File: config.mk
export PLATFORM = sky130hd
export DESIGN_NAME = crpt_cell
export DESIGN_NICKNAME = d
export VERILOG_FILES = /design/src/crpt_pkg.sv /design/src/crpt_cell.sv
export SDC_FILE = /design/constraint.sdc
export NUM_CORES = 1
export LEC_CHECK = 0
export BUFFER_PORTS_ARGS = -buffer_cell sky130_fd_sc_hd__buf_2
export CORE_ASPECT_RATIO = 0.7
export CORE_UTILIZATION = 44
export DETAILED_ROUTE_END_ITERATION = 7
export PLACE_DENSITY = 0.8
export SYNTH_ARGS = -nofsm -noshare
export SYNTH_HDL_FRONTEND = slang
export SYNTH_SLANG_ARGS = --single-unit
File: constraint.sdc
create_clock -name clk -period 5.55 [get_ports clk]
set_input_delay 1.665 -clock clk [delete_from_list [all_inputs] [get_ports clk]]
set_output_delay 1.665 -clock clk [all_outputs]
set_load 0.01 [all_outputs]
File: src/crpt_pkg.sv
`timescale 1ns / 1ps
// ----------------------------------------------------------------------------
// crpt_pkg - shared types for the closest rating pair table
// Entry, cell command and reduction leaf types, operation codes and the
// depth of the radix-4 reduction tree.
// ----------------------------------------------------------------------------
package crpt_pkg;

	localparam int RATING_W = 32;
	localparam int ID_W     = 10;
	localparam int GAP_W    = 32;

	typedef enum logic [1:0] {
		MODE_JOIN  = 2'd0,
		MODE_LEAVE = 2'd1,
		MODE_QUERY = 2'd2
	} crpt_mode_t;

	// one slot of the sorted chain
	typedef struct packed {
		logic                       valid;
		logic signed [RATING_W-1:0] rating;
		logic [ID_W-1:0]            id;
	} crpt_entry_t;

	// broadcast to every cell
	typedef struct packed {
		logic                       ins;
		logic                       rem;
		logic signed [RATING_W-1:0] key;
		logic [ID_W-1:0]            id;
		logic signed [RATING_W-1:0] cut;
	} crpt_cmd_t;

	// per-cell contribution to the reduction
	typedef struct packed {
		logic                id_hit;
		logic [RATING_W-1:0] id_rating;
		logic                rating_hit;
		logic                pair_ok;
		logic [GAP_W-1:0]    gap;
		logic [ID_W-1:0]     hi_id;
		logic [ID_W-1:0]     lo_id;
	} crpt_leaf_t;

	// number of radix-4 levels covering n leaves
	function automatic int crpt_levels(input int n);
		int lv;
		int span;
		lv   = 1;
		span = 4;
		while (span < n) begin
			span = span * 4;
			lv   = lv + 1;
		end
		return lv;
	endfunction

endpackage

File: src/crpt_cell.sv
`timescale 1ns / 1ps
// ----------------------------------------------------------------------------
// crpt_cell - one slot of the sorted chain
// Holds one member, shifts right on an insert below it, shifts left on a
// removal at or below it, and produces its leaf for the reduction tree.
// ----------------------------------------------------------------------------
module crpt_cell
	import crpt_pkg::*;
(
	input  logic        clk,
	input  logic        arst_n,
	input  crpt_cmd_t   cmd,
	input  crpt_entry_t left,
	input  logic        left_gt,
	input  crpt_entry_t right,
	output crpt_entry_t self,
	output logic        gt,
	output crpt_leaf_t  leaf
);

	logic                       valid_q;
	logic signed [RATING_W-1:0] rating_q;
	logic [ID_W-1:0]            id_q;
	crpt_entry_t                nxt;
	logic                       take;
	logic [RATING_W:0]          diff;

	assign self = '{valid: valid_q, rating: rating_q, id: id_q};
	// empty slots count as above any key
	assign gt   = !valid_q || (rating_q > cmd.key);

	always_comb begin
		nxt  = self;
		take = 1'b0;
		if (cmd.ins && gt) begin
			take = 1'b1;
			if (left_gt) begin
				nxt = left;
			end else begin
				nxt = '{valid: 1'b1, rating: cmd.key, id: cmd.id};
			end
		end else if (cmd.rem && valid_q && (rating_q >= cmd.cut)) begin
			take = 1'b1;
			nxt  = right;
		end
	end

	always_ff @(posedge clk or negedge arst_n) begin
		if (!arst_n) begin
			valid_q <= 1'b0;
		end else if (take) begin
			valid_q <= nxt.valid;
		end
	end

	always_ff @(posedge clk) begin
		if (take) begin
			rating_q <= nxt.rating;
			id_q     <= nxt.id;
		end
	end

	assign diff = {rating_q[RATING_W-1], rating_q} - {left.rating[RATING_W-1], left.rating};

	always_comb begin
		leaf.id_hit     = valid_q && (id_q == cmd.id);
		leaf.id_rating  = leaf.id_hit ? rating_q : '0;
		leaf.rating_hit = valid_q && (rating_q == cmd.key);
		leaf.pair_ok    = valid_q && left.valid;
		leaf.gap        = diff[GAP_W-1:0];
		leaf.hi_id      = id_q;
		leaf.lo_id      = left.id;
	end

endmodule

* Word level (Yosys, flattened, before mapping)
Index checks and enable logic that the tools add are counted.
** Cells by class
- Reductions and logical operators :: 10
- Equal/unequal tests :: 2
- Order comparisons :: 2
- Mux-type cells :: 6
- $add $sub $neg :: 1
** Operators by type and width (number)
- $mux 43 :: 3
- $eq 32x32->1 :: 1
- $ge 32x32->1 :: 1
- $gt 32x32->1 :: 1
- $mux 32 :: 1
- $sub 32x32->32 :: 1
- $eq 10x10->1 :: 1
- $logic_and 1x1->1 :: 6
- $mux 1 :: 2
- $reduce_and 2->1 :: 1
- $reduce_bool 2->1 :: 1
- $logic_not 1->1 :: 1
- $logic_or 1x1->1 :: 1
** Storage, ports and cells
- Register bits after elaboration :: 43
- Bits of input ports :: 165
- Logic and storage cells :: 24

* Depth between registers and ports, before layout
Gate-level depths: netlist of run 1.
- Depth in word-level cells :: 5
- Depth in mapped cells :: 11
- Gate-level depth less buffers :: 11

* Least setup slack after synthesis of run 1
Ideal clock, no wire load.
- Path type :: input port to output port
- From :: input port left[14] (netlist bit)
- To :: output port leaf[50] (netlist bit)
- Arrival :: 3867 ps
- Stages on the path :: 10
- Data required time :: 3885 ps
- Path slack :: 18 ps
- Cells stage by stage :: inv_1 > ha_1 > a21o_1 > a21oi_1 > nand4_1 > a2111oi_2 > o31ai_1 > or4_1 > a31oi_1 > xnor2_1
** RTL lines
- start: declaration :: RTL line crpt_cell.sv:13 : input crpt_entry_t left,
- end: declaration :: RTL line crpt_cell.sv:18 : output crpt_leaf_t leaf

==> summary.txt, run 1 <==
Outcome
  – Run status: finished, violations left
  – Failing checks: negative setup slack

Clocking
  – Inserted Clock Buffers: 5
  – CTS Buffer Depth: 2
  – Sink Count: 43
  – TritonCTS clock tree: yes
  – H-tree levels: 2
  – Clock root buffer: clkbuf_16
  – Reg clk slew, reported paths: approximately 0.070 ns
  – Clk Latency, worst-skew pair: ~0.29 ns

Min path
  – Worst hold path cell count: 3
  – WHS Endpoint: valid_q
  – HP Start: valid_q
  – Worst Hold Class: reg -> reg

Floorplanning
  – Core area: between 10000 and 15000 µm²
  – Die H: 101 µm
  – Initial Util: a little under half
  – Die Area: roughly 14000 µm²
  – I/O pin cnt: between 200 and 300
  – Chip width: around 140 µm
  – Number of cell rows: 35

Setup path
  – R2R Setup Slk: 1.95 ns
  – Setup crit start kind: primary input
  – Crit path capture type: primary output
  – Worst path required time: between 3 and 4 ns
  – Worst path slowest cell: a21oi_1
  – Largest fanout on the critical path: 4
  – Critical Path AT: between 4 and 5 ns
  – Reg2reg start: rating_q[21]
  – Crit path cell chain: buf_2, inv_1, ha_1, a21oi_1, o21ai_0, a21oi_1, o31ai_2, or4_4, a31oi_4, xnor2_1, buf_2
  – R2R depth: 12
  – Crit Path Category: in -> out
  – Worst r2r dst: rating_q[0]
  – Max incr delay on CP: ~0.48 ns

Yosys
  – Syn Inst Count: a little over 700
  – Synth area leader: edfxtp_1
  – Post-Syn Area: approximately 6100 µm²
  – Netlist cell types: just under 60
  – Top-area cell type share of the netlist area: 20.6%
  – EDFF count, synth: 42
  – Async S/R FF share, synth: under 10%
  – Post-synth top cells: inv_1, ha_1, o21ai_0
  – Warnings, synthesis: 0
  – #FFs+latches synth: 43
  – Sequential share of the synthesized area: 21.0%
  – Syn_nets: about 990
  – Synth Area per Inst: roughly 8.4 µm²
  – Top-count cell post-synth: inv_1
  – Prevailing post-synth register cell: edfxtp_1
  – Largest cells by area after synthesis: edfxtp_1, ha_1, mux2_2

Power and ir drop
  – Total chip power: around 3.4 mW
  – LEAKAGE: between 4 and 5 nW
  – PwrDens: 395 nW/µm²
  – Worst vdd ir: between 100 and 150 µV

Placed design
  – Final HPWL DP: 17.3 mm
  – RePlAce Congestion: just over 0.9
  – I/O Buffers: 295
  – Dpl cells: 1237

STA
  – Worst Max-Slew Pin Slew: between 0.6 and 0.7 ns
  – Final setup violation count: 7
  – Period utilisation layout: 104%
  – Final min period: about 5.8 ns
  – Final WS setup: -0.215 ns
  – Worst Skew: about 0.0033 ns
  – Final hold vios: 0
  – Fmax: roughly 170 MHz
  – Slew Limit Fails: 0
  – Slew HR: a little under three fifths
  – Unrepaired setup endpoints after global routing: true

Detailed routing
  – Vias per cell: ~5.3
  – DR WL/cell: 17.3 µm
  – Drt pass-1 iters: 5
  – Via Count: roughly 6600
  – Detail Route Antenna Nets: 0
  – DR iter-0 viols: between 300 and 400
  – DRC violations left: 0
  – Final wirelength: approximately 22 mm

Global routing
  – Gr ovfl total: 0
  – Initial antenna violation count: 0
  – First-pass GRT wire length: about 32 mm
  – Largest net degree at the start of global routing: 45
  – Vias in the first global route: between 6000 and 7000
  – Total track usage: between 20% and 30%

Cells and area
  – Nets@finish: 1327
  – N_diodes: 0
  – Post-route insts no fill: ~1300
  – Layout cell share with drive strength beyond 1: 45.9%
  – Filler Cells Inserted: about 1100
  – Area growth, synth to finish: 41.5%

Flow run
  – Maxcap violations: 0
-- cells in the final DEF (no fill, tap or decap), types with 4 or more instances in the layout --
cell | Yosys | routed
o211ai_1 | 4 | 4
nor2_1 | 20 | 19
mux2_2 | 52 | 52
clkbuf_16 | 0 | 5
and2_1 | 33 | 32
nor3_1 | 12 | 9
nor2b_1 | 11 | 9
buf_6 | 3 | 4
a21o_1 | 27 | 27
o21a_1 | 11 | 11
and3_1 | 4 | 4
a21oi_1 | 44 | 32
inv_1 | 105 | 100
o21bai_1 | 6 | 6
xor2_1 | 10 | 9
o21ai_2 | 0 | 4
nand4_1 | 19 | 19
a21oi_2 | 0 | 12
nand2_1 | 49 | 47
edfxtp_1 | 42 | 42
nand3_1 | 8 | 8
buf_2 | 0 | 291
buf_4 | 21 | 74
nor4_1 | 6 | 5
xnor2_1 | 28 | 28
o21ai_0 | 54 | 47
ha_4 | 0 | 10
ha_1 | 95 | 85
-- worst max-delay path by stage --
| stage | start | endpoint | slack (ns) | cells after the start |
|---|---|---|---|---|
| after floorplan | left[14] | leaf[50] | 0.02 | 10 |
| after global placement | left[10] | leaf[50] | -0.39 | 13 |
| after detailed placement | left[12] | leaf[50] | -0.39 | 13 |
| after CTS | left[10] | leaf[50] | -0.22 | 13 |
| after global routing | left[10] | leaf[50] | -0.31 | 13 |
| final | left[31] | leaf[50] | -0.21 | 11 |
-- report_power, final --
group          total, mW  internal (mW)  switching, mW
Sequential         0.725          0.522          0.203
Clock              0.346          0.211          0.136
Combinational       2.35           1.11           1.23
Total               3.42           1.85           1.57
-- per-layer routing --
layer	vias up	GRT usage (%)	part of all wire [%]
met5	-	0	0
met4	0	5.79	1.0
met3	18	5.18	8.0
met2	318	47.7	45
met1	3065	40.5	46
li1	3239	-	-
-- state kept, by name, indices dropped and copies added, names as in the netlist --
signal,cells
rating_q,32
valid_q,1
id_q,10
-- critical path: cells and delay by family --
kind                     cells  cell delay, ns
AO/OA/AOI/OAI                5            1.22
buffers and inverters        3            0.30
AND/OR/NAND/NOR              1            0.47
XOR/XNOR                     1            0.13
adder cells (fa/ha/maj)      1            0.33
-- final cells by class --
class                      count  area (µm²)  share of cell area, %
inverter                     105         399                   4.61
tap                          185         231                   2.67
multi-input combinational    540        4490                   51.8
timing repair buffer         371        2090                   24.2
clock inverter                 3        38.8                  0.448
clock buffer                   5         125                   1.44
sequential                    43        1290                   14.8
-- timing repair --
| action | CTS | global route |
|---|---|---|
| buffers inserted | 7 | 3 |
| endpoints found under the setup margin | 10 | 13 |
| hold buffers | 0 | 0 |
| pin swaps | 32 | 26 |
| resized for setup | 47 | 23 |
-- cells by family after synthesis --
group | count (synthesis) | synth area share [%]
buffers and inverters | 144 | 10.7
and+or+nand+nor | 182 | 16.0
xor gates and xnor gates | 38 | 5.44
muxes | 54 | 9.91
AOI/OAI and AO/OA | 170 | 17.2
DFF | 43 | 21.0
adders and majority gates | 96 | 19.7
-- through the flow --
step	setup slack (ns)	hold WS, ns	TNS (ns)	cell area, µm²	utilization (%)
finish	-0.215	0.916	-0.590	8660	64.9
global route	-0.314	0.972	-1.82	8660	64.9
CTS	-0.222	0.916	-0.661	8560	64.1
detailed placement	-0.387	0.901	-1.57	8110	60.7
global placement	-0.390	0.889	-1.69	8110	60.7
floorplan	0.0179	0.663	0	6120	-
(Power assumes the default switching activity.)
==> run 2, diff against run 1 <==
--- a/config.mk
+++ b/config.mk
@@ -6,9 +6,10 @@
 export NUM_CORES = 1
 export LEC_CHECK = 0
 export BUFFER_PORTS_ARGS = -buffer_cell sky130_fd_sc_hd__buf_2
-export CORE_ASPECT_RATIO = 0.7
+export CORE_ASPECT_RATIO = 2
 export CORE_UTILIZATION = 44
 export DETAILED_ROUTE_END_ITERATION = 7
+export GPL_ROUTABILITY_DRIVEN = 0
 export PLACE_DENSITY = 0.8
 export SYNTH_ARGS = -nofsm -noshare
 export SYNTH_HDL_FRONTEND = slang
==> summary.txt, run 2 (synthesis gave the netlist of run 1 again) <==
Outcome
  – Run status: finished, violations left (unchanged)
  – Failing checks: negative setup slack (unchanged)

Detailed routing
  – Met3 routed WL: 1.00 mm (was 1.74 mm)
  – DRC violations left: 0 (unchanged)
  – Metal-1 WL: 7.75 mm (was 9.93 mm)
  – Vias per cell: 5.60 (was 5.30)
  – Via Count: 6902 (was 6640)
  – Final wirelength: 22.4 mm (was 21.6 mm)
  – DR WL/cell: 18.2 µm (was 17.3 µm)
  – WL met2: 12.5 mm (was 9.73 mm)
  – Drt pass-1 iters: 7 (was 5)
  – DR top layer: met4 (unchanged)
  – Detail Route Antenna Nets: 0 (unchanged)
  – DR iter-0 viols: 251 (was 386)

Clocking
  – Number of hold buffers added after CTS: 0 (unchanged)
  – Clk Latency, worst-skew pair: 0.30 ns (was 0.29 ns)
  – Clock root buffer: clkbuf_16 (unchanged)
  – CTS Buffer Depth: 2 (unchanged)
  – Sink Count: 43 (unchanged)
  – Inserted Clock Buffers: 5 (unchanged)
  – H-tree levels: 2 (unchanged)
  – TritonCTS clock tree: yes (unchanged)
  – Reg clk slew, reported paths: 0.07 ns (about the same)

Global routing
  – Initial antenna violation count: 1 (was 0)
  – Gr ovfl total: 0 (unchanged)
  – Largest net degree at the start of global routing: 46 (was 45)
  – Total track usage: 28.3% (was 29.3%)
  – First-pass GRT wire length: 32.0 mm (was 32.2 mm)
  – Vias in the first global route: 6841 (was 6231)

Setup path
  – Reg2reg start: rating_q[5] (was rating_q[21])
  – Crit Path Category: in -> out (unchanged)
  – Worst path required time: 3.88 ns (about the same)
  – Crit path cell chain: buf_6, inv_1, ha_1, a21o_1, a21oi_2, nand4_1, buf_6, a2111oi_4, buf_4, nor4_2, or3_1, a21oi_2, xnor2_1, buf_2 (was buf_2, inv_1, ha_1, a21oi_1, o21ai_0, a21oi_1, o31ai_2, or4_4, a31oi_4, xnor2_1, buf_2)
  – Max incr delay on CP: 0.44 ns (was 0.48 ns)
  – Largest fanout on the critical path: 2 (was 4)
  – Setup crit start kind: primary input (unchanged)
  – R2R depth: 11 (was 12)
  – Crit path capture type: primary output (unchanged)
  – Worst r2r dst: rating_q[5] (was rating_q[0])
  – Worst path slowest cell: a2111oi_4 (was a21oi_1)
  – Critical Path AT: 4.23 ns (was 4.10 ns)
  – R2R Setup Slk: 1.89 ns (was 1.95 ns)
  – Delay-heaviest family, CP: compound AO/OA/AOI/OAI gates (unchanged)
  – CP Buf/Inv Count: 5 (was 3)

Power and ir drop
  – PwrDens: 393 nW/µm² (was 395 nW/µm²)
  – Total chip power: 3.50 mW (was 3.42 mW)
  – Worst vdd ir: 212 µV (was 146 µV)
  – LEAKAGE: 4.67 nW (was 4.60 nW)

Placed design
  – Pre-CTS WS: -0.646 ns (was -0.387 ns)
  – I/O Buffers: 295 (unchanged)
  – Final HPWL DP: 17.4 mm (was 17.3 mm)

Cells and area
  – Layout cell share with drive strength beyond 1: 48.3% (was 45.9%)
  – Area growth, synth to finish: 45.4% (was 41.5%)
  – Commonest non-fill, non-tap cell in the layout: buf_2 (unchanged)
  – Nets@finish: 1336 (was 1327)
  – Max FFs per register: 32 (unchanged)
  – Biggest regs: rating_q (32), id_q (10), valid_q (1) (unchanged)
  – Biggest register: rating_q (unchanged)
  – Commonest cells after routing, fill and taps aside: buf_2, inv_1, ha_1, buf_4, mux2_2 (was buf_2, inv_1, ha_1)
  – Final Util: 65.8% (was 64.9%)

STA
  – Final WS setup: -0.340 ns (was -0.215 ns)
  – Worst Max-Slew Pin Slew: 0.836 ns (was 0.656 ns)
  – Setup_tns: -0.813 ns (was -0.590 ns)
  – Final hold vios: 0 (unchanged)
  – Final setup violation count: 4 (was 7)
  – Period utilisation layout: 106% (was 104%)
  – WHS: 0.803 ns (was 0.916 ns)
  – Slew HR: 44.2% (was 56.2%)
  – Worst Skew: 0.00556 ns (was 0.00335 ns)
  – Unrepaired setup endpoints after global routing: true (unchanged)
  – Slew Limit Fails: 0 (unchanged)
  – Final min period: 5.89 ns (was 5.76 ns)
  – Fmax: 170 MHz (was 173 MHz)

Floorplanning
  – I/O pin cnt: 296 (unchanged)
  – Number of cell rows: 60 (was 35)
  – Die Area: 14400 µm² (about the same)
  – Initial Util: 45.3% (was 45.8%)
  – Chip width: 85.4 µm (was 143 µm)
  – Core area: 13500 µm² (was 13400 µm²)
  – Die H: 169 µm (was 101 µm)

Min path
  – Worst Hold Class: reg -> reg (unchanged)
  – HP Start: valid_q (unchanged)
  – WHS Endpoint: valid_q (unchanged)
  – Worst hold path cell count: 3 (unchanged)

Flow run
  – Maxcap violations: 0 (unchanged)
## run 2: cell types whose count changed in the layout (fill, tap and decap cells not counted), moves of 5 or more
cell   previous run  this run
buf_6             4        16
ha_1             85        76
ha_4             10        17
buf_2           291       286
inv_1           100        95
## run 2: stage by stage
| stage | cell area [µm²] | instances |
|---|---|---|
| 3_3_place_gp | 8050 | 1204 |
| 4_1_cts | 8540 | 1223 |
| 6_report | 8900 | 1232 |
| 2_1_floorplan | 6120 | 727 |
| 3_5_place_dp | 8050 | 1204 |
| 5_1_grt | 8900 | 1232 |
## run 2: timing repair
action	CTS	global route
setup buffers	11	9
setup endpoints to repair	17	15
pin swaps	42	45
resized for setup	59	53
## run 2: cell type report
type / instances / area (µm²)
Antenna cell: 1 / 2.50
Clock buffer: 5 / 125
Clock inverter: 3 / 20.0
Fill cell: 1100 / 4620
Inverter: 105 / 407
Multi-Input combinational cell: 540 / 4650
Sequential cell: 43 / 1290
Tap cell: 155 / 194
Timing Repair Buffer: 380 / 2220
## run 2: power by group
part / internal, mW / switching (mW)
sequential: 0.521 / 0.182
combinational: 1.19 / 1.29
clock: 0.167 / 0.152
## run 2: how the worst max path moves through the flow
stage / endpoint / cells after the start / from / slack (ns)
2_1_floorplan: leaf[50] / 10 / left[14] / 0.02
3_3_place_gp: leaf[50] / 12 / left[19] / -0.59
3_5_place_dp: leaf[50] / 12 / left[10] / -0.65
4_1_cts: leaf[48] / 14 / left[10] / -0.35
5_1_grt: leaf[48] / 14 / left[10] / -0.36
6_report: leaf[48] / 14 / left[14] / -0.34
## run 2: worst register-to-register path, stage by stage, from the launching register on
cell      delay (ns)
edfxtp_1        0.54
ha_4            0.30
a21o_1          0.18
a21o_1          0.17
a21oi_2         0.17
o22ai_2         0.10
o41a_1          0.46
or4b_4          0.51
buf_4           0.16
nand3_4         0.18
buf_12          0.26
mux2_2          0.39
## run 2: routing by layer
layer,up-vias,track usage [%]
li1,3247,-
met1,3238,27.5
met2,325,55.4
met3,92,3.41
met4,0,16.6
met5,-,0
==> run 3, diff against run 2 <==
--- a/config.mk
+++ b/config.mk
@@ -5,12 +5,13 @@
 export SDC_FILE = /design/constraint.sdc
 export NUM_CORES = 1
 export LEC_CHECK = 0
+export ABC_AREA = 1
 export BUFFER_PORTS_ARGS = -buffer_cell sky130_fd_sc_hd__buf_2
 export CORE_ASPECT_RATIO = 2
 export CORE_UTILIZATION = 44
 export DETAILED_ROUTE_END_ITERATION = 7
 export GPL_ROUTABILITY_DRIVEN = 0
-export PLACE_DENSITY = 0.8
+export PLACE_DENSITY = 0.79
 export SYNTH_ARGS = -nofsm -noshare
 export SYNTH_HDL_FRONTEND = slang
 export SYNTH_SLANG_ARGS = --single-unit
==> summary.txt, run 3 <==
Global routing
  – Initial antenna violation count: 3 (was 1)
  – Gr ovfl total: 0 (unchanged)
  – Vias in the first global route: 7339 (was 6841)
  – Total track usage: 29.6% (was 28.3%)
  – First-pass GRT wire length: 35.1 mm (was 32.0 mm)
  – Largest net degree at the start of global routing: 66 (was 46)

Placed design
  – I/O Buffers: 295 (unchanged)
  – Placed Area: 8070 µm² (was 8050 µm²)
  – Dpl cells: 1422 (was 1204)
  – Pre-CTS WS: 0.162 ns (was -0.646 ns)
  – Final HPWL DP: 18.7 mm (was 17.4 mm)

Clocking
  – Clock root buffer: clkbuf_16 (unchanged)
  – Reg clk slew, reported paths: 0.08 ns (was 0.07 ns)
  – CTS Buffer Depth: 2 (unchanged)
  – Inserted Clock Buffers: 5 (unchanged)
  – Number of hold buffers added after CTS: 0 (unchanged)
  – TritonCTS clock tree: yes (unchanged)
  – Cts repair resizes: 0 (was 59)
  – Post-CTS Setup Repair Bufs: 0 (was 11)
  – H-tree levels: 2 (unchanged)
  – Clk Latency, worst-skew pair: 0.30 ns (about the same)
  – Sink Count: 43 (unchanged)

STA
  – Final min period: 5.42 ns (was 5.89 ns)
  – Slew HR: 44.7% (was 44.2%)
  – Fmax: 184 MHz (was 170 MHz)
  – Setup_tns: 0 ns (was -0.813 ns)
  – Slew Limit Fails: 0 (unchanged)
  – Worst Skew: 0.0108 ns (was 0.00556 ns)
  – Final WS setup: 0.129 ns (was -0.340 ns)
  – Final hold vios: 0 (unchanged)
  – Final setup violation count: 0 (was 4)
  – Period utilisation layout: 97.7% (was 106%)
  – Worst Max-Slew Pin Slew: 0.828 ns (was 0.836 ns)

Power and ir drop
  – Total chip power: 4.38 mW (was 3.50 mW)
  – Worst vdd ir: 263 µV (was 212 µV)
  – LEAKAGE: 4.79 nW (was 4.67 nW)
  – PwrDens: 532 nW/µm² (was 393 nW/µm²)

Detailed routing
  – Drt pass-1 iters: 5 (was 7)
  – DR iter-0 viols: 332 (was 251)
  – Metal-1 WL: 7.89 mm (was 7.75 mm)
  – WL met2: 12.0 mm (was 12.5 mm)
  – Met3 routed WL: 1.30 mm (was 1.00 mm)
  – DR top layer: met5 (was met4)
  – Vias per cell: 5.16 (was 5.60)
  – Via Count: 7391 (was 6902)
  – Final wirelength: 22.5 mm (was 22.4 mm)
  – DRC violations left: 0 (unchanged)
  – Detail Route Antenna Nets: 0 (unchanged)
  – DR WL/cell: 15.7 µm (was 18.2 µm)

Yosys
  – Top-area cell type share of the netlist area: 19.3% (was 20.6%)
  – Post-Syn Area: 6530 µm² (was 6120 µm²)
  – Synth area leader: edfxtp_1 (unchanged)
  – Top-count cell post-synth: nand2_1 (was inv_1)
  – Netlist cell types: 49 (was 59)
  – Sequential share of the synthesized area: 19.7% (was 21.0%)
  – Warnings, synthesis: 0 (unchanged)
  – Synth Area per Inst: 6.77 µm² (was 8.42 µm²)
  – Syn_nets: 1226 (was 988)
  – Largest cells by area after synthesis: edfxtp_1, ha_1, nand2_1 (was edfxtp_1, ha_1, mux2_2)
  – Async S/R FF share, synth: 2.33% (unchanged)
  – EDFF count, synth: 42 (unchanged)
  – Syn Inst Count: 965 (was 727)
  – Prevailing post-synth register cell: edfxtp_1 (unchanged)
  – Post-synth top cells: nand2_1, inv_1, ha_1 (was inv_1, ha_1, o21ai_0)
  – #FFs+latches synth: 43 (unchanged)

Cells and area
  – Nets@finish: 1498 (was 1336)
  – Commonest cells after routing, fill and taps aside: buf_2, nand2_1, inv_1 (was buf_2, inv_1, ha_1, buf_4, mux2_2)
  – Cell area after layout: 8230 µm² (was 8900 µm²)
  – Layout cell share with drive strength beyond 1: 30.1% (was 48.3%)
  – Commonest non-fill, non-tap cell in the layout: buf_2 (unchanged)
  – Post-route insts no fill: 1432 (was 1232)
  – Area growth, synth to finish: 26.0% (was 45.4%)
  – Max FFs per register: 32 (unchanged)
  – Biggest regs: rating_q (32), id_q (10), valid_q (1) (unchanged)
  – Biggest register: rating_q (unchanged)

Min path
  – WHS Endpoint: valid_q (unchanged)
  – Worst hold path cell count: 2 (was 3)
  – Worst Hold Class: reg -> reg (unchanged)
  – HP Start: valid_q (unchanged)

Floorplanning
  – I/O pin cnt: 296 (unchanged)
  – Number of cell rows: 62 (was 60)
  – Initial Util: 45.3% (about the same)
  – Die Area: 15400 µm² (was 14400 µm²)
  – Die H: 174 µm (was 169 µm)
  – Chip width: 88.2 µm (was 85.4 µm)
  – Core area: 14400 µm² (was 13500 µm²)

Setup path
  – R2R depth: 12 (was 11)
  – Crit path cell chain: buf_2, ha_1, fa_1, o21ai_2, a21oi_4, o21ai_2, a21oi_2, inv_1, nand4_1, nand3_1, nand2_1, buf_2 (was buf_6, inv_1, ha_1, a21o_1, a21oi_2, nand4_1, buf_6, a2111oi_4, buf_4, nor4_2, or3_1, a21oi_2, xnor2_1, buf_2)
  – Setup crit start kind: primary input (unchanged)
  – Worst path required time: 3.88 ns (about the same)
  – Reg2reg start: rating_q[13] (was rating_q[5])
  – Max incr delay on CP: 0.43 ns (was 0.44 ns)
  – Crit Path Category: in -> out (unchanged)
  – Worst path slowest cell: fa_1 (was a2111oi_4)
  – Crit path capture type: primary output (unchanged)
  – R2R Setup Slk: 2.30 ns (was 1.89 ns)
  – Worst r2r dst: rating_q[6] (was rating_q[5])
  – Critical Path AT: 3.76 ns (was 4.23 ns)
  – Largest fanout on the critical path: 3 (was 2)

Outcome
  – Run status: complete, no violations (was finished, violations left)

Flow run
  – Maxcap violations: 0 (unchanged)
==> run 3: cell types whose count changed after synthesis, sizes merged, moves of 14 or more <==
cell	delta
inv	+89
mux2	-53
nor2	+68
a21o	-19
a21oi	+14
nand2	+179
and2	-33
xnor2	-18
o21ai	+49
==> run 3: kinds of logic (layout without fill, tap and decap cells) <==
group,Yosys count,count (layout),share of synthesized area (%)
flip-flops,43,43,19.7
XOR/XNOR,31,31,4.16
AND/OR/NAND/NOR,353,353,22.1
buffers and inverters,235,508,15.6
AO/OA/AOI/OAI,202,202,19.3
other,0,2,0
multiplexers,5,5,0.766
adder cells (fa/ha/maj),96,96,18.5
==> run 3: layer usage <==
| metal | global-route usage [%] | vias to the layer above |
|---|---|---|
| li1 | - | 3648 |
| met1 | 30.8 | 3339 |
| met2 | 54.4 | 325 |
| met3 | 4.56 | 77 |
| met4 | 16.0 | 2 |
| met5 | 0 | - |
==> run 3: worst max-delay path, delay by kind of cell <==
kind / cells / cell delay [ns]
adders and majority gates: 2 / 0.67
and+or+nand+nor: 3 / 0.45
AOI/OAI and AO/OA: 4 / 0.66
buffers and inverters: 3 / 0.31
==> run 3: worst max path at each step <==
stage | cells after the start | start | endpoint | slack (ns)
3_3_place_gp | 13 | left[10] | leaf[44] | 0.20
4_1_cts | 13 | left[10] | leaf[44] | 0.16
5_1_grt | 13 | left[10] | leaf[50] | -0.005
2_1_floorplan | 11 | left[10] | leaf[42] | 0.58
3_5_place_dp | 13 | left[10] | leaf[44] | 0.16
6_report | 12 | left[10] | leaf[50] | 0.13
==> run 3: area by class of cell <==
cell class | instances | area (µm²)
clock inverter | 3 | 25.0
timing repair buffer | 306 | 1580
clock buffer | 5 | 125
antenna | 2 | 5.00
sequential | 43 | 1290
fill | 1493 | 6200
multi-input combinational | 687 | 4240
inverter | 194 | 728
tap | 192 | 240
==> run 3: stage by stage <==
stage	utilization (%)	hold slack [ns]
2_1_floorplan	-	0.601
3_3_place_gp	55.9	0.706
3_5_place_dp	55.9	0.695
4_1_cts	57.0	0.706
5_1_grt	57.0	0.742
6_report	57.0	0.687
==> run 3: where the power goes <==
group          switching [mW]  leakage [nW]  total, mW  internal [mW]
Combinational            1.95          4.30       3.17           1.23
Clock                   0.146        0.0700      0.314          0.169
Sequential              0.266         0.420      0.890          0.624
Total                    2.36          4.79       4.38           2.02
